==> config.mk <==
export PLATFORM = sky130hd
export DESIGN_NAME = ffa_seq
export DESIGN_NICKNAME = d
export VERILOG_FILES = /design/src/rtl/ffa_pkg.sv /design/src/rtl/ffa_seq.sv
export SDC_FILE = /design/constraint.sdc
export NUM_CORES = 1
export LEC_CHECK = 0
export BUFFER_PORTS_ARGS = -buffer_cell sky130_fd_sc_hd__buf_2
export CAP_MARGIN = 20
export CORE_MARGIN = 3
export CORE_UTILIZATION = 65
export CTS_CLUSTER_SIZE = 16
export DETAILED_ROUTE_END_ITERATION = 8
export HOLD_SLACK_MARGIN = 0.05
export PLACE_DENSITY_LB_ADDON = 0.25
export REMOVE_ABC_BUFFERS = 1
export SLEW_MARGIN = 0
export SYNTH_ARGS = -nofsm -noshare
export SYNTH_HDL_FRONTEND = slang
export SYNTH_SLANG_ARGS = --single-unit
export TNS_END_PERCENT = 10
==> constraint.sdc <==
create_clock -name i_clk -period 11.76 [get_ports i_clk]
set_input_delay 1.764 -clock i_clk [delete_from_list [all_inputs] [get_ports i_clk]]
set_output_delay 1.764 -clock i_clk [all_outputs]
set_load 0.05 [all_outputs]
==> src/rtl/ffa_pkg.sv <==
// Shared types and constants for the first-fit heap allocator.
package ffa_pkg;

    localparam int REQ_W    = 20;
    localparam int OFF_W    = 19;
    localparam int STATUS_W = 3;
    localparam int NEED_W   = 21;

    typedef logic [STATUS_W-1:0] t_status;

    localparam t_status ST_OK          = 3'd0;
    localparam t_status ST_OOM         = 3'd1;
    localparam t_status ST_NOT_FOUND   = 3'd2;
    localparam t_status ST_DOUBLE_FREE = 3'd3;
    localparam t_status ST_NULL        = 3'd4;

    typedef struct packed {
        logic we;
        logic re;
    } t_mem_ctl;

endpackage

==> src/rtl/ffa_seq.sv <==
// Sequencer that walks block headers for allocate and free; the walk and the merge scan share the next-header adder.
module ffa_seq #(
    parameter int ARENA_BYTES  = 524288,
    parameter int HEADER_BYTES = 40
) (
    input  logic                                   i_clk,
    input  logic                                   i_rst_n,
    input  logic                                   i_start,
    input  logic                                   i_kind,
    input  logic [ffa_pkg::REQ_W-1:0]              i_request_bytes,
    input  logic [ffa_pkg::OFF_W-1:0]              i_release_offset,
    input  logic                                   i_done_ack,
    input  logic [$clog2(ARENA_BYTES)+1:0]         i_rd_entry,
    output logic                                   o_idle,
    output logic                                   o_done,
    output logic [ffa_pkg::OFF_W-1:0]              o_granted,
    output ffa_pkg::t_status                       o_status,
    output ffa_pkg::t_mem_ctl                      o_ctl,
    output logic [$clog2((ARENA_BYTES+7)/8)-1:0]   o_addr,
    output logic [$clog2(ARENA_BYTES)+1:0]         o_wdata
);
    localparam int SW    = $clog2(ARENA_BYTES) + 1;
    localparam int AW    = SW + 1;
    localparam int IW    = $clog2((ARENA_BYTES + 7) / 8);
    localparam int NW    = ffa_pkg::NEED_W;
    localparam int CW    = ((AW > NW) ? AW : NW) + 1;
    localparam logic [AW-1:0] ARENA = AW'(ARENA_BYTES);
    localparam logic [AW-1:0] HDR   = AW'(HEADER_BYTES);

    localparam logic [2:0] S_IDLE = 3'd0;
    localparam logic [2:0] S_RD   = 3'd1;
    localparam logic [2:0] S_EV   = 3'd2;
    localparam logic [2:0] S_SPL  = 3'd3;
    localparam logic [2:0] S_CRD  = 3'd4;
    localparam logic [2:0] S_CEV  = 3'd5;
    localparam logic [2:0] S_DONE = 3'd6;

    logic [2:0]              r_state, n_state;
    logic                    r_kind, n_kind;
    logic [NW-1:0]           r_need, n_need;
    logic [ffa_pkg::OFF_W-1:0] r_ptr, n_ptr;
    logic [AW-1:0]           r_h, n_h;
    logic [AW-1:0]           r_end, n_end;
    logic [AW-1:0]           r_start, n_start;
    logic [AW-1:0]           r_run_start, n_run_start;
    logic                    r_in_run, n_in_run;
    logic [SW-1:0]           r_wsz, n_wsz;
    logic [ffa_pkg::OFF_W-1:0] r_granted, n_granted;
    ffa_pkg::t_status        r_status, n_status;

    logic [SW-1:0] e_sz;
    logic          e_free;
    logic [AW-1:0] base, nxt, hdr_c, spl_at;
    logic [CW-1:0] sz_c, need_c;
    logic          fit, match;
    logic [SW-1:0] coal_sz;

    assign e_sz    = i_rd_entry[SW:1];
    assign e_free  = i_rd_entry[0];
    assign base    = (r_state == S_CEV) ? r_end : r_h;
    assign nxt     = base + HDR + AW'(e_sz);
    assign hdr_c   = r_h + HDR;
    assign spl_at  = hdr_c + AW'(r_need);
    assign sz_c    = CW'(e_sz);
    assign need_c  = CW'(r_need);
    assign fit     = e_free && (sz_c == need_c || sz_c > need_c + CW'(HEADER_BYTES));
    assign match   = (CW'(hdr_c) == CW'(r_ptr));
    assign coal_sz = SW'(r_end - r_start - HDR);

    always_comb begin
        n_state     = r_state;
        n_kind      = r_kind;
        n_need      = r_need;
        n_ptr       = r_ptr;
        n_h         = r_h;
        n_end       = r_end;
        n_start     = r_start;
        n_run_start = r_run_start;
        n_in_run    = r_in_run;
        n_wsz       = r_wsz;
        n_granted   = r_granted;
        n_status    = r_status;
        o_ctl       = '0;
        o_addr      = IW'(r_h >> 3);
        o_wdata     = '0;
        case (r_state)
            S_IDLE: begin
                if (i_start) begin
                    n_kind    = i_kind;
                    n_need    = (NW'(i_request_bytes) + NW'(7)) & ~NW'(7);
                    n_ptr     = i_release_offset;
                    n_h       = '0;
                    n_in_run  = 1'b0;
                    n_granted = '0;
                    if (i_kind && i_release_offset == '0) begin
                        n_status = ffa_pkg::ST_NULL;
                        n_state  = S_DONE;
                    end else begin
                        n_state = S_RD;
                    end
                end
            end
            S_RD: begin
                if (r_h >= ARENA) begin
                    n_status = r_kind ? ffa_pkg::ST_NOT_FOUND : ffa_pkg::ST_OOM;
                    n_state  = S_DONE;
                end else begin
                    o_ctl.re = 1'b1;
                    n_state  = S_EV;
                end
            end
            S_EV: begin
                if (!r_kind) begin
                    if (fit) begin
                        o_ctl.we  = 1'b1;
                        o_wdata   = {SW'(r_need), 1'b0};
                        n_granted = ffa_pkg::OFF_W'(hdr_c);
                        n_status  = ffa_pkg::ST_OK;
                        n_end     = spl_at;
                        n_wsz     = SW'(sz_c - need_c - CW'(HEADER_BYTES));
                        n_state   = (sz_c != need_c) ? S_SPL : S_DONE;
                    end else begin
                        n_h     = nxt;
                        n_state = S_RD;
                    end
                end else if (match) begin
                    if (e_free) begin
                        n_status = ffa_pkg::ST_DOUBLE_FREE;
                        n_state  = S_DONE;
                    end else begin
                        n_start = r_in_run ? r_run_start : r_h;
                        n_end   = nxt;
                        n_state = S_CRD;
                    end
                end else begin
                    if (e_free) begin
                        if (!r_in_run) begin
                            n_run_start = r_h;
                            n_in_run    = 1'b1;
                        end
                    end else begin
                        n_in_run = 1'b0;
                    end
                    n_h     = nxt;
                    n_state = S_RD;
                end
            end
            S_SPL: begin
                o_ctl.we = 1'b1;
                o_addr   = IW'(r_end >> 3);
                o_wdata  = {r_wsz, 1'b1};
                n_state  = S_DONE;
            end
            S_CRD: begin
                if (r_end >= ARENA) begin
                    o_ctl.we = 1'b1;
                    o_addr   = IW'(r_start >> 3);
                    o_wdata  = {coal_sz, 1'b1};
                    n_status = ffa_pkg::ST_OK;
                    n_state  = S_DONE;
                end else begin
                    o_ctl.re = 1'b1;
                    o_addr   = IW'(r_end >> 3);
                    n_state  = S_CEV;
                end
            end
            S_CEV: begin
                if (e_free) begin
                    n_end   = nxt;
                    n_state = S_CRD;
                end else begin
                    o_ctl.we = 1'b1;
                    o_addr   = IW'(r_start >> 3);
                    o_wdata  = {coal_sz, 1'b1};
                    n_status = ffa_pkg::ST_OK;
                    n_state  = S_DONE;
                end
            end
            S_DONE: begin
                if (i_done_ack) begin
                    n_state = S_IDLE;
                end
            end
            default: begin
                n_state = S_IDLE;
            end
        endcase
    end

    always_ff @(posedge i_clk) begin
        if (!i_rst_n) begin
            r_state  <= S_IDLE;
            r_in_run <= 1'b0;
        end else begin
            r_state  <= n_state;
            r_in_run <= n_in_run;
        end
    end

    always_ff @(posedge i_clk) begin
        r_kind      <= n_kind;
        r_need      <= n_need;
        r_ptr       <= n_ptr;
        r_h         <= n_h;
        r_end       <= n_end;
        r_start     <= n_start;
        r_run_start <= n_run_start;
        r_wsz       <= n_wsz;
        r_granted   <= n_granted;
        r_status    <= n_status;
    end

    assign o_idle    = (r_state == S_IDLE);
    assign o_done    = (r_state == S_DONE);
    assign o_granted = r_granted;
    assign o_status  = r_status;

    a_no_rw: assert property (@(posedge i_clk) disable iff (!i_rst_n)
        !(o_ctl.we && o_ctl.re)) else $error("Header store read and written together.");
    a_idle_quiet: assert property (@(posedge i_clk) disable iff (!i_rst_n)
        (r_state == S_IDLE || r_state == S_DONE) |-> !o_ctl.we && !o_ctl.re)
        else $error("Header store accessed outside a walk.");
    a_ev_in_arena: assert property (@(posedge i_clk) disable iff (!i_rst_n)
        r_state == S_EV |-> r_h < ARENA) else $error("Header read past the arena.");
    a_split_after_grant: assert property (@(posedge i_clk) disable iff (!i_rst_n)
        r_state == S_SPL |-> $past(r_state) == S_EV && !r_kind)
        else $error("Split write without a grant.");

endmodule

==> impl_metrics.toml <==
[synth]
synth.area.top_cells = "edfxtp_1, ha_1, xnor2_1"
async_reset_ff_share_pct = 0
synth_edf_count = 162
synth_top_area_share_pct = 37.0
syn_area_per_cell_um2 = 9.53
mappedNetlistArea_mm2 = 0.0132
yosysTopAreaCell = "edfxtp_1"
synth_cell_types = 72
seq_area_frac_synth_pct = 37.6
netlist_instances = 1381
ys.flop_type = "edfxtp_1"
ys_ff_latch = 166
synth_warnings = 0

[clock_tree]
cts_hold_buf = 0
numCtsBuffers = 17
cts_setup_buffers = 0
cts_root_buffer = "clkbuf_16"
cts_resized = 0
clkSinkCount = 166
clkLatencyLatePin_ns = 0.44
cts_tree = "done"
h-tree-depth = 4
clk_pin_slew_worst_paths_ns = 0.07
cts_buffer_depth = 2

[floorplanning]
die_h_um = 148
core_mm2 = 0.0197
dieArea_mm2 = 0.0220
die_x_um = 148
fp-row-count = 51
io_pins = 128
start_util_pct = 67.0

[global_route]
grt_pass1_vias = 10600
grt_first_pass_wirelength_mm = 56.2
grt.met2_usage_pct = 55.2
grt_busiest_layer = "met2"
grt_max_degree = 41
track_usage_pct = 32.9
met1_usage_pct = 42.1
grt_overflow = 0
antenna_found_initial = 0
grt_util_met3_pct = 4.57

[run_status]
outcome = "finished clean"

[pwr]
p_clk_share_pct = 19.8
vdd_drop_max_mv = 0.144
power.leakage_nw = 6.39
pwr-share-seq_pct = 31.7
power.internal_mw = 1.58
total_power_mw = 2.83
sw_frac_of_total_pct = 44.4
power_density_mw_per_mm2 = 193
p_comb_share_pct = 48.4
p_sw_mw = 1.26

[drt]
drt_wl_total_mm = 36.7
vias_per_cell = 6.31
antenna_left = 0
drc_errors = 0
drt_iter0_drc = 1176
dr.pass1.iters = 9
route.detailed.wl_per_inst_um = 20.6
vias = 11200

[run]
max-cap-violations = 0

[cells_and_area]
final_net_count = 1714
drive_above_1_share_pct = 14.3
synthToLayoutAreaGrowth_pct = 11.8
antenna_cells = 0
n_fill_cell = 1468

[worst_setup_path]
arrival_ns = 5.29
crit_fanout = 27
cp-start-kind = "flop"
critPathKind = "flop to primary output"
cp_data_required_time_ns = 10.00
crit_top_cell = "ha_1"
cpPeakStageDelay_ns = 0.67
crit_path_end_kind = "primary output"
cp_cell_sequence = "ha_1 -> o2111ai_1 -> nor3_1 -> nand4_1 -> xor2_1 -> ha_1 -> and4_1 -> nand3_1 -> nor4_1 -> a211o_1 -> and2_4 -> nor4_4 -> buf_4 -> a22oi_1 -> o21ai_0 -> buf_2"
cp_slowest_cell = "nor4_4"

[timing]
finalMaxSlewViolations = 0
fmax_mhz = 142
finalSetupViolCount = 0
rsz0062_at_grt = "no"
fin_crit_sh_pct = 60.0
min_period_ns = 7.06
final.setup.tns_ns = 0
slew_headroom_pct = 26.5
worst_pin_slew_ns = 1.10
hold_violations = 0
finClkSkew_ns = 0.00966

[placed_design]
hpwl_mm = 27.6
gp_congestion = 0.999
port_buffers = 127

[worst_hold_path]
hold_class = "flop to flop"
==> registers in the layout, indices dropped and copies added (netlist names) <==
signal	cells
o_granted	19
r_kind	1
r_h	21
r_wsz	20
r_ptr	19
r_start	20
r_end	21
r_in_run	1
r_state	3
r_run_start	20
r_need	18
o_status	3
==> cell type report <==
type	instances	area, um^2	area share [%]
clock buffer	17	425	2.89
clock inverter	15	164	1.11
inverter	151	567	3.85
multi-input combinational	1019	7500	51.0
sequential	166	4940	33.6
tap	265	332	2.25
timing repair buffer	143	776	5.27
==> Yosys cell counts (5+ instances only) <==
master,n
edfxtp_1,162
inv_1,151
ha_1,148
nand2_1,106
nor2_1,93
o21ai_0,89
xnor2_1,77
a21oi_1,64
xor2_1,59
clkbuf_1,31
nor3_1,30
and2_1,26
nand3_1,23
mux2_2,21
nand4_1,21
a222oi_1,20
nor2b_1,19
a21o_1,16
nor4_1,15
and3_1,14
a22oi_1,13
nand2b_1,13
or3_1,12
a211oi_1,11
o21a_1,11
buf_2,10
a31oi_1,9
mux2i_1,9
o211ai_1,9
o21bai_1,8
a21boi_0,6
a41oi_1,5
or2_2,5
==> cell usage in the layout (no fill, tap or decap), types with 11 or more instances in the layout <==
| cell | Yosys | final |
|---|---|---|
| nor3_1 | 30 | 30 |
| and3_1 | 14 | 14 |
| o21ai_0 | 89 | 89 |
| nor2b_1 | 19 | 19 |
| edfxtp_1 | 162 | 162 |
| and2_1 | 26 | 26 |
| buf_4 | 0 | 15 |
| a21o_1 | 16 | 16 |
| inv_1 | 151 | 151 |
| o21a_1 | 11 | 11 |
| a22oi_1 | 13 | 13 |
| nor4_1 | 15 | 13 |
| nand3_1 | 23 | 23 |
| nand4_1 | 21 | 21 |
| nand2_1 | 106 | 106 |
| a211oi_1 | 11 | 11 |
| nand2b_1 | 13 | 13 |
| xor2_1 | 59 | 59 |
| clkbuf_16 | 0 | 17 |
| xnor2_1 | 77 | 77 |
| ha_1 | 148 | 148 |
| nor2_1 | 93 | 93 |
| a222oi_1 | 20 | 20 |
| mux2_2 | 21 | 21 |
| a21oi_1 | 64 | 63 |
| or3_1 | 12 | 12 |
| buf_2 | 10 | 127 |
==> routing by layer <==
| layer | share of wire, % | vias up |
|---|---|---|
| met5 | 0 | - |
| met1 | 39 | 5283 |
| met4 | 4.6 | 0 |
| met2 | 48 | 572 |
| met3 | 7.9 | 98 |
| li1 | - | 5249 |
==> logic make-up after synthesis <==
| kind of cell | after synthesis | share of synthesized area [%] |
|---|---|---|
| compound gates | 304 | 15.2 |
| xor+xnor | 138 | 9.39 |
| fa+ha+maj | 151 | 14.5 |
| buf+inv | 196 | 5.80 |
| flops | 166 | 37.6 |
| mux | 30 | 2.48 |
| simple gates | 396 | 15.0 |
==> power by group through the flow <==
stage                     sequential [mW]  clock (mW)  combinational [mW]
after global routing                0.906       0.588                1.49
final                               0.899       0.562                1.37
after global placement              0.906           0                1.29
after CTS                           0.896       0.565                1.35
after detailed placement            0.908           0                1.33
after floorplan                     0.929           0               0.948
==> worst paths after layout <==
path | end | depth (start not counted) | startpoint | slack [ns]
worst min-delay path | r_start[18]$_DFFE_PP_ | 1 | r_run_start[18]$_DFFE_PP_ | 0.57
worst max-delay path | o_wdata[11] | 16 | r_need[4]$_DFFE_PP_ | 4.70
worst min register to register | r_start[18]$_DFFE_PP_ | 1 | r_run_start[18]$_DFFE_PP_ | 0.57
worst max register to register | o_granted[5]$_SDFFCE_PN0P_ | 13 | r_need[4]$_DFFE_PP_ | 6.58
==> worst max-delay path, delay by kind of cell (launching register included) <==
| family | cells | cell delay, ns |
|---|---|---|
| AOI/OAI and AO/OA | 4 | 0.80 |
| adders and majority gates | 2 | 0.57 |
| and+or+nand+nor | 7 | 2.01 |
| buffers and inverters | 2 | 0.74 |
| DFF | 1 | 0.54 |
| xor gates and xnor gates | 1 | 0.18 |
==> per-stage QoR <==
step / instance area, um^2 / cells / setup slack [ns] / util [%] / hold slack, ns
2_1_floorplan: 13000 / 1336 / 5.17 / - / 0.527
3_3_place_gp: 14100 / 1743 / 5.25 / 71.7 / 0.546
3_5_place_dp: 14100 / 1743 / 5.09 / 71.7 / 0.556
4_1_cts: 14700 / 1775 / 4.79 / 74.7 / 0.572
5_1_grt: 14700 / 1776 / 4.35 / 74.8 / 0.588
6_report: 14700 / 1776 / 4.70 / 74.8 / 0.571
(Power assumes the default switching activity.)
